`src/rtl/sorted_id_set_registry_unit_assert.svh`:
```
// Assertion macros shared by the sorted identifier set RTL.
// Included by modules that carry concurrent checks; no other dependencies.
`ifndef SORTED_ID_SET_REGISTRY_UNIT_ASSERT_SVH
`define SORTED_ID_SET_REGISTRY_UNIT_ASSERT_SVH

`ifndef NO_ASSERTIONS
// Same-cycle implication, disabled during reset
`define SIDR_ASSERT_IMP(label, clk, rst_n, ante, cons) \
  label: assert property (@(posedge clk) disable iff (!rst_n) (ante) |-> (cons)) \
    else $error("sidr assertion failed");
// Next-cycle implication, disabled during reset
`define SIDR_ASSERT_NXT(label, clk, rst_n, ante, cons) \
  label: assert property (@(posedge clk) disable iff (!rst_n) (ante) |=> (cons)) \
    else $error("sidr assertion failed");
`else
`define SIDR_ASSERT_IMP(label, clk, rst_n, ante, cons)
`define SIDR_ASSERT_NXT(label, clk, rst_n, ante, cons)
`endif

`endif

```
`src/rtl/sidr_pkg.sv`:
```
// Package for the sorted identifier set: defaults, request codes, result layout,
// controller state type and tree depth helper. No dependencies.
`default_nettype none

package sidr_pkg;

  localparam int SIDR_CAPACITY    = 1024;
  localparam int SIDR_IDENT_WIDTH = 64;
  localparam int SIDR_RADIX       = 8;   // fan-in of each OR tree node

  localparam int IN_DATA_W  = 64;
  localparam int OUT_DATA_W = 16;
  localparam int ENTRIES_W  = 11;

  // Request kinds carried on tuser
  localparam logic KIND_QUERY  = 1'b0;
  localparam logic KIND_INSERT = 1'b1;

  // Result word, lowest bit first: found, stored, full_refused, entries_now, pad
  typedef struct packed {
    logic [1:0]           pad;
    logic [ENTRIES_W-1:0] entries_now;
    logic                 full_refused;
    logic                 stored;
    logic                 found;
  } res_t;

  typedef enum logic [2:0] {
    ST_IDLE = 3'b001,
    ST_EXEC = 3'b010,
    ST_WAIT = 3'b100
  } state_t;

  // Number of registered levels needed to reduce n leaves to one bit
  function automatic int tree_levels(input int n);
    int w;
    int l;
    w = n;
    l = 0;
    for (int i = 0; i < 32; i++) begin
      if (w > 1) begin
        w = (w + SIDR_RADIX - 1) / SIDR_RADIX;
        l++;
      end
    end
    return (l < 1) ? 1 : l;
  endfunction

endpackage

`default_nettype wire

```
`src/rtl/sidr_cell.sv`:
```
// One storage cell of the sorted chain: holds one identifier, compares it with
// the broadcast key and takes its lower neighbor's entry on insert. Uses sidr_pkg.
`default_nettype none

module sidr_cell
  import sidr_pkg::*;
#(
  parameter int IDENT_W = SIDR_IDENT_WIDTH,
  parameter int CNT_W   = 11,
  parameter int IDX     = 0
) (
  input  wire logic               clk,
  input  wire logic [IDENT_W-1:0] key,
  input  wire logic [CNT_W-1:0]   count,
  input  wire logic               ins_en,
  input  wire logic               prev_gt,
  input  wire logic [IDENT_W-1:0] prev_val,
  output logic                    gt,
  output logic [IDENT_W-1:0]      val,
  output logic                    match_r
);

  logic [IDENT_W-1:0] val_r;
  logic               in_range;
  logic               wr_en;

  // Entry is live only below the fill count
  assign in_range = count > CNT_W'(IDX);
  assign gt       = in_range && (val_r > key);
  assign val      = val_r;

  // Write when this entry moves up, or when this is the first free slot
  assign wr_en = ins_en && (gt || (count == CNT_W'(IDX)));

  always_ff @(posedge clk) begin
    if (wr_en) begin
      val_r <= prev_gt ? prev_val : key;
    end
  end

  // Register the equality flag for the OR tree
  always_ff @(posedge clk) begin
    match_r <= in_range && (val_r == key);
  end

endmodule

`default_nettype wire

```
`config.mk`:
```
export PLATFORM = sky130hd
export DESIGN_NAME = sidr_cell
export DESIGN_NICKNAME = d
export VERILOG_FILES = /design/src/rtl/sorted_id_set_registry_unit_assert.svh /design/src/rtl/sidr_pkg.sv /design/src/rtl/sidr_cell.sv
export SDC_FILE = /design/constraint.sdc
export NUM_CORES = 1
export LEC_CHECK = 0
export BUFFER_PORTS_ARGS = -buffer_cell sky130_fd_sc_hd__buf_2
export CORE_UTILIZATION = 47
export DETAILED_ROUTE_END_ITERATION = 12
export HOLD_SLACK_MARGIN = 0.06
export PLACE_DENSITY = 0.81
export SLEW_MARGIN = 20
export SYNTH_ARGS = -nofsm -noshare
export SYNTH_HDL_FRONTEND = slang
export SYNTH_SLANG_ARGS = --single-unit
```
`constraint.sdc`:
```
create_clock -name clk -period 7.3 [get_ports clk]
set_input_delay 0.73 -clock clk [delete_from_list [all_inputs] [get_ports clk]]
set_output_delay 0.73 -clock clk [all_outputs]
set_load 0.02 [all_outputs]
```
* Yosys cells after proc, flatten, opt, wreduce, memory -nomap -nowiden
Index checks and enable logic that the tools add are counted.
Operators by class: reduce and logical (&&, ||, !) cells 5, magnitude comparators 2, muxes and demuxes 1, equality and inequality tests 1
Operators with widths (count):
- $eq 64x64->1 | 1
- $gt 64x64->1 | 1
- $mux 64 | 1
- $gt 11x1->1 const B | 1
- $logic_not 11->1 | 1
- $logic_and 1x1->1 | 3
- $logic_or 1x1->1 | 1
Word-level totals: register bits after elaboration 65, input port bits 142, output and inout port bits 66

* Logic depth before layout (Yosys ltp)
Gate-level depths: netlist (run 1).
word-level depth 4, depth in mapped cells 8, mapped depth without buffers 8

* Least setup slack after synthesis (run 1)
No wires, ideal clock.
kind input-to-reg, from in key[54], to reg val_r[0] (netlist: val[0]), enable pin, arrival time 5.089 ns, stages on the path 8, path slack 1.704 ns, buffers on the path 0, library setup time 0.507 ns, required time 6.793 ns, cell sequence inv_1 ha_1 nand4_2 nor4_4 and4_1 o41a_1 nor4_1 a21oi_1
On the way: cells in the longest elaborated chain, start to end 4
Ends and longest elaborated chain:
- start: declaration | line sidr_cell.sv:13 | input wire logic [IDENT_W-1:0] key,
- $gt 64x64->1 | line sidr_cell.sv:29 | assign gt = in_range && (val_r > key);
- $logic_and 1x1->1 | line sidr_cell.sv:29
- $logic_or 1x1->1 | line sidr_cell.sv:33 | assign wr_en = ins_en && (gt || (count == CNT_W'(IDX)));
- $logic_and 1x1->1 | line sidr_cell.sv:33
- via wr_en | line sidr_cell.sv:25 | logic wr_en;
- end signal: assignment | line sidr_cell.sv:37 | val_r <= prev_gt ? prev_val : key;
- end: declaration | line sidr_cell.sv:23 | logic [IDENT_W-1:0] val_r;
The timed path passes the listed nets, and every way through them passes these cells. A chain may end at the register's enable or synchronous reset.

* Worst setup path in the final report (run 1)
from in key[27], to reg val_r[10] (netlist: val[10]), enable pin
Same word-level chain as after synthesis.

==> impl_metrics.tcl, run 1 <==
set metrics [dict create \
    drt_first_iter_violations 173 \
    clk_path_buf_depth 2 \
    report.power.total_mw 0.971 \
    fp.dieH_um 97.4 \
    min_period_ns 3.58 \
    crit_fanout 38 \
    syn2layout_area_growth_pct 30.8 \
    antenna_found_initial 0 \
    drc 0 \
    rsz0062_at_grt "no" \
    wirelength_mm 10.7 \
    p_per_area_nw_per_um2 174 \
    cp.required_ns 7.28 \
    maxSlewViolCount 0 \
    clock-sinks 65 \
    r2r_start "val[25]$_DFFE_PP_" \
    use_met3_pct 4.24 \
    max_clock_freq_ghz 0.279 \
    synthCells 451 \
    tightest_slew_ns 1.01 \
    place_congestion 0.833 \
    cts_tree "yes" \
    ant_nets 0 \
    r2r_cells 8 \
    reg2reg_slack_ns 3.78 \
    multi_input_area_um2 2050 \
    fillers 756 \
    routed_via_density 5.10 \
    status "complete, no violations" \
    rows 34 \
    maxCapViolCount 0 \
    ir_drop_mv 0.0922 \
    path_common_cell "nor4_1" \
    p_leak_nw 2.84 \
    grt_max_degree 128 \
    h-tree-depth 3 \
    tns_ns 0 \
    rr_endpoint "val[10]$_DFFE_PP_" \
    fin_nets 862 \
    report.final.hold_viol_count 0 \
    use_met2_pct 40.5 \
    hp-start "prev_val[27]" \
    numPortBuffers 207 \
    ys_warn_count 0 \
    diodes 0 \
    first_pass_iters 4 \
    vias 3916 \
    path_clk_slew_ns 0.07 \
    crit_chain "buf_2 -> inv_1 -> ha_1 -> nand4_1 -> nor4_1 -> and4_1 -> o41a_1 -> nor4_1 -> a21oi_4 -> buf_4" \
    use_met1_pct 27.4 \
    regArea_um2 1940 \
    ys_seq_area_share_pct 45.4 \
    core_um2 8760 \
    initial_core_util_pct 48.8 \
    synthesis.area_um2 4280 \
    critPathKind "primary input to register" \
    postCtsSetupBuffers 0 \
    grt_pass1_vias 3848 \
    finalSetupViolations 0 \
    cts_buffers 9 \
    crit_slowest_cell "a21oi_4" \
    insertion_delay_ns 0.34 \
    maxSlewHeadroom_pct 32.4 \
    grt.total_usage_pct 22.9 \
    dp_hpwl_mm 8.67 \
    drive_gt1_share_pct 34.4 \
    crit_path_start_kind "primary input" \
    die_w_um 97.4 \
    finalClockSkew_ns 0.0135 \
    cts-root-buf "clkbuf_8" \
    cpPeakStageDelay_ns 0.71 \
    end_kind "register" \
    die_area_um2 9490 \
    fin_crit_sh_pct 49.1 \
    io_pins 208 \
    hold_end "val[27]$_DFFE_PP_" \
    overflow 0 \
    synthDistinctLibCells 31 \
    syn_nets 657 \
    hold_class "primary input to register" \
    cts_hold_buf 0 \
    busiest_layer "met2" \
    critPathArrivalTime_ns 3.56 \
    synth-seq-cells 65 \
    worstHoldPathCells 3 \
    grt_first_pass_wirelength_mm 17.3 \
    path_delay_family "simple AND/OR/NAND/NOR gates" \
    post_drt_wl_per_cell_um 14.0 \
    avgSynthCellArea_um2 9.49 \
    timing.critical_path.buf_inv 3 \
    cts.repair.resized 0 \
]
[power by group]
part	switching, mW	internal (mW)	total, mW
Combinational	0.133	0.0909	0.224
Sequential	0.0134	0.444	0.457
Clock	0.136	0.154	0.290
[through the flow]
stage	setup slack [ns]	instance area, um^2	hold slack, ns	cells	util, %
after floorplan	1.70	4280	0.917	451	-
after CTS	3.69	5590	0.650	768	63.8
after global placement	3.37	5420	0.885	753	61.8
final	3.72	5590	0.664	768	63.8
after detailed placement	3.33	5420	0.897	753	61.8
after global routing	3.45	5590	0.664	768	63.8
[state kept, by name, summed over array words and instances, names as in the netlist]
register	cells
val	64
match_r	1
[routing by layer]
layer  share of wire, %  vias up
met1                 42     1737
met3                6.1       19
met5                  0        -
met4                2.0        0
li1                   -     2009
met2                 50      151
[synth_stat cells, drive strengths merged]
cell type | number | area (um^2)
nor2 | 3 | 11.3
and2b | 1 | 7.51
o21ai | 74 | 370
nand4b | 1 | 8.76
and2 | 1 | 6.26
nor2b | 2 | 12.5
o2bb2ai | 1 | 8.76
a21o | 2 | 15.0
edfxtp | 64 | 1920
ha | 64 | 801
and4 | 4 | 35.0
clkbuf | 13 | 48.8
nand4 | 14 | 106
and3 | 2 | 12.5
nor3 | 6 | 30.0
nand2 | 81 | 304
o41a | 1 | 11.3
buf | 1 | 3.75
nor4 | 5 | 46.3
inv | 66 | 248
mux2 | 1 | 11.3
a211oi | 3 | 22.5
a221o | 1 | 10.0
a21boi | 1 | 7.51
a221oi | 2 | 17.5
a21oi | 29 | 145
dfxtp | 1 | 20.0
nand3 | 7 | 35.0
[cells by family after synthesis]
kind of cell               Yosys count  synth area share [%]
AOI/OAI and AO/OA                  114                  14.2
adders and majority gates           64                  18.7
buffers and inverters               80                  7.02
DFF                                 65                  45.4
muxes                                1                 0.263
and+or+nand+nor                    127                  14.4
[area by class of cell]
class,count,share of cell area [%]
well taps,108,2.42
clock inverters,4,0.805
multi-input cells,306,36.6
inverters,66,4.43
flip-flops and latches,65,34.7
repair buffers,208,18.7
clock buffers,11,2.35
[how the worst max path moves through the flow]
stage | from | slack [ns] | end | cells past startpoint
floorplan | key[54] | 1.70 | val[0]$_DFFE_PP_ | 8
global placement | key[54] | 3.37 | val[9]$_DFFE_PP_ | 10
detailed placement | key[54] | 3.33 | val[4]$_DFFE_PP_ | 10
CTS | key[25] | 3.69 | val[10]$_DFFE_PP_ | 10
global route | key[55] | 3.45 | val[10]$_DFFE_PP_ | 10
finish | key[27] | 3.72 | val[10]$_DFFE_PP_ | 10
[cells in the final DEF, fill, tap and decap left out, types with 2 or more instances in the layout]
master | synthesis | routed
a211oi_1 | 3 | 3
a21o_1 | 2 | 2
a21oi_1 | 29 | 28
a221oi_1 | 2 | 2
and3_1 | 2 | 2
and4_1 | 4 | 4
buf_2 | 0 | 206
buf_4 | 0 | 2
clkbuf_1 | 13 | 2
clkbuf_8 | 0 | 9
clkinv_2 | 0 | 3
edfxtp_1 | 64 | 64
ha_1 | 64 | 64
inv_1 | 66 | 66
nand2_1 | 81 | 81
nand3_1 | 7 | 7
nand4_1 | 11 | 11
nand4_2 | 3 | 3
nor2_1 | 3 | 3
nor2b_1 | 2 | 2
nor3_1 | 6 | 6
nor4_1 | 4 | 4
o21ai_0 | 73 | 73
[worst min-delay path: cells and delay by family]
kind / cells / cell delay [ns]
AOI/OAI and AO/OA: 1 / 0.05
buffers and inverters: 1 / 0.07
and+or+nand+nor: 1 / 0.04
(Power assumes the default switching activity.)
==> inputs of run 2 (changes only) <==
--- a/config.mk
+++ b/config.mk
@@ -5,6 +5,7 @@
 export SDC_FILE = /design/constraint.sdc
 export NUM_CORES = 1
 export LEC_CHECK = 0
+export ABC_AREA = 1
 export BUFFER_PORTS_ARGS = -buffer_cell sky130_fd_sc_hd__buf_2
 export CORE_UTILIZATION = 47
 export DETAILED_ROUTE_END_ITERATION = 12
==> constraint.sdc (replaced) <==
create_clock -name clk -period 3.6 [get_ports clk]
set_input_delay 0.36 -clock clk [delete_from_list [all_inputs] [get_ports clk]]
set_output_delay 0.36 -clock clk [all_outputs]
set_load 0.02 [all_outputs]
==> impl_metrics.tcl, run 2 <==
set metrics [dict create \
    status "complete, no violations" \
    grt_pass1_vias 3915 \
    yosys-top-cells-count "133 x nand2_1, 83 x inv_1, 67 x o21ai_0, 64 x edfxtp_1, 64 x ha_1" \
    cpPeakStageDelay_ns 0.54 \
    synthDistinctLibCells 26 \
    die_area_um2 9730 \
    finalSetupViolations 0 \
    instances_no_fill 825 \
    cts_tree "yes" \
    synthesis.area_um2 4390 \
    maxCapViolCount 0 \
    path_clk_slew_ns 0.08 \
    synthCells 504 \
    layout.cells.most_common "buf_2" \
    clock-sinks 65 \
    ys_warn_count 0 \
    ir_drop_mv 0.191 \
    diodes 0 \
    place_inst 809 \
    clk_path_buf_depth 2 \
    rows 34 \
    grt.total_usage_pct 22.8 \
    crit_slowest_cell "buf_4" \
    cp-startpoint "val[31]$_DFFE_PP_" \
    ant_nets 0 \
    drc 0 \
    avgSynthCellArea_um2 8.71 \
    end_kind "register" \
    crit_chain "ha_1 -> nand2_1 -> nor2_4 -> nand4_2 -> nor2_2 -> nand2_1 -> nand3_2 -> nand2_2 -> nand2_2 -> nand2_2 -> a21oi_4 -> buf_4" \
    crit_fanout 47 \
    maxSlewViolCount 0 \
    fillers 752 \
    post-synth-top-count-cell "nand2_1" \
    fin_crit_sh_pct 75.4 \
    postCtsSetupBuffers 0 \
    place_congestion 0.869 \
    cts-root-buf "clkbuf_8" \
    critPathKind "register to register" \
    syn2layout_area_growth_pct 30.7 \
    drt_first_iter_violations 141 \
    tns_ns 0 \
    synth-seq-cells 65 \
    core_um2 8890 \
    yosys.area.top_type_share_pct 43.8 \
    regArea_um2 1940 \
    ys_seq_area_share_pct 44.2 \
    crit_path_start_kind "register" \
    vias 4104 \
    p_per_area_nw_per_um2 354 \
    antenna_found_initial 0 \
    synth_flop_cell "edfxtp_1" \
    async_reset_ff_share_pct 0 \
    synth-edff-count 64 \
    report.final.hold_viol_count 0 \
    max_clock_freq_ghz 0.369 \
    grt_max_degree 77 \
    wirelength_mm 11.0 \
    grt_first_pass_wirelength_mm 17.3 \
    multi_input_area_um2 2090 \
    overflow 0 \
    insertion_delay_ns 0.34 \
    cts_buffers 9 \
    most-common-layout-cells "206 x buf_2, 133 x nand2_1, 83 x inv_1" \
    first_pass_iters 4 \
    initial_core_util_pct 49.4 \
    fin_nets 918 \
    finalClockSkew_ns 0.0114 \
    cp.required_ns 3.57 \
    utilization_pct 64.5 \
    critPathArrivalTime_ns 2.68 \
    min_period_ns 2.71 \
    drive_gt1_share_pct 33.3 \
    p_leak_nw 3.06 \
    syn_nets 710 \
    largest_reg_flops 64 \
    fp.dieH_um 98.7 \
    dp_hpwl_mm 8.87 \
    maxSlewHeadroom_pct 57.8 \
    rsz0062_at_grt "no" \
    cts.repair.resized 0 \
    routed_via_density 4.97 \
    tightest_slew_ns 0.634 \
    hp-start "prev_val[9]" \
    path_common_cell "nand2_2" \
    yosys.area.top_type "edfxtp_1" \
    hold_class "primary input to register" \
    h-tree-depth 3 \
    numPortBuffers 207 \
    die_w_um 98.7 \
    io_pins 208 \
    post_drt_wl_per_cell_um 13.3 \
    cts_hold_buf 0 \
    ys_top_cells_by_area "edfxtp_1 44%, ha_1 18%, nand2_1 11%, o21ai_0 7.6%, inv_1 7.1%" \
    r2r_start "val[31]$_DFFE_PP_" \
]
[run 2: cell types whose count changed in the layout (fill, tap and decap cells not counted), sizes merged, moves of 4 or more]
cell	delta
nand2	+55
o21ai	-7
a21oi	-4
nand4	-8
inv	+18
nor2	+19
and4	-4
[run 2: kinds of logic (layout without fill, tap and decap cells)]
family	count (synthesis)	count (layout)	synth area share, %
AND/OR/NAND/NOR	179	179	17.3
AO/OA/AOI/OAI	98	98	11.6
buffers and inverters	97	310	8.41
flip-flops	65	65	44.2
adder cells (fa/ha/maj)	64	64	18.2
multiplexers	1	1	0.256
[run 2: cell type report]
cell class                 count  area share (%)
tap                          108            2.36
timing repair buffer         211            18.6
multi-input combinational    342            36.4
inverter                      83            5.43
clock inverter                 7            1.22
sequential                    65            33.8
clock buffer                   9            2.16
[run 2: routing by layer]
layer / track usage [%] / vias to the layer above / wire (um)
met1: 25.3 / 1829 / 4580
li1: - / 2099 / -
met2: 42.9 / 157 / 5620
met3: 5.11 / 19 / 633
met4: 7.35 / 0 / 163
met5: 0 / - / 0
[run 2: worst max-delay path, delay by kind of cell (launching register included)]
kind / cells / cell delay [ns]
AND/OR/NAND/NOR: 9 / 0.92
adder cells (fa/ha/maj): 1 / 0.32
buffers and inverters: 1 / 0.54
flip-flops: 1 / 0.42
AO/OA/AOI/OAI: 1 / 0.13
[run 2: final timing paths]
| kind | end | slack [ns] | cells past startpoint |
|---|---|---|---|
| worst max-delay path | val[22]$_DFFE_PP_ | 0.89 | 12 |
| worst min-delay path | val[9]$_DFFE_PP_ | 0.29 | 3 |
| worst max register to register | val[22]$_DFFE_PP_ | 0.89 | 12 |
| worst min register to register | match_r$_DFF_P_ | 0.94 | 4 |
[run 2: report_power, final]
part / leakage (nW) / internal, mW / switching [mW]
clock: 0.0994 / 0.320 / 0.308
sequential: 0.608 / 0.901 / 0.0280
combinational: 2.35 / 0.189 / 0.285
total: 3.06 / 1.41 / 0.621
[run 2: metrics by stage]
step	worst slack, ns	instance area, um^2	total power [mW]	hold WS, ns
after floorplan	0.540	4400	1.23	0.547
after global placement	0.896	5540	1.41	0.638
after detailed placement	0.830	5540	1.42	0.642
after CTS	0.882	5740	2.05	0.275
after global routing	0.703	5740	2.15	0.279
final	0.887	5740	2.03	0.293
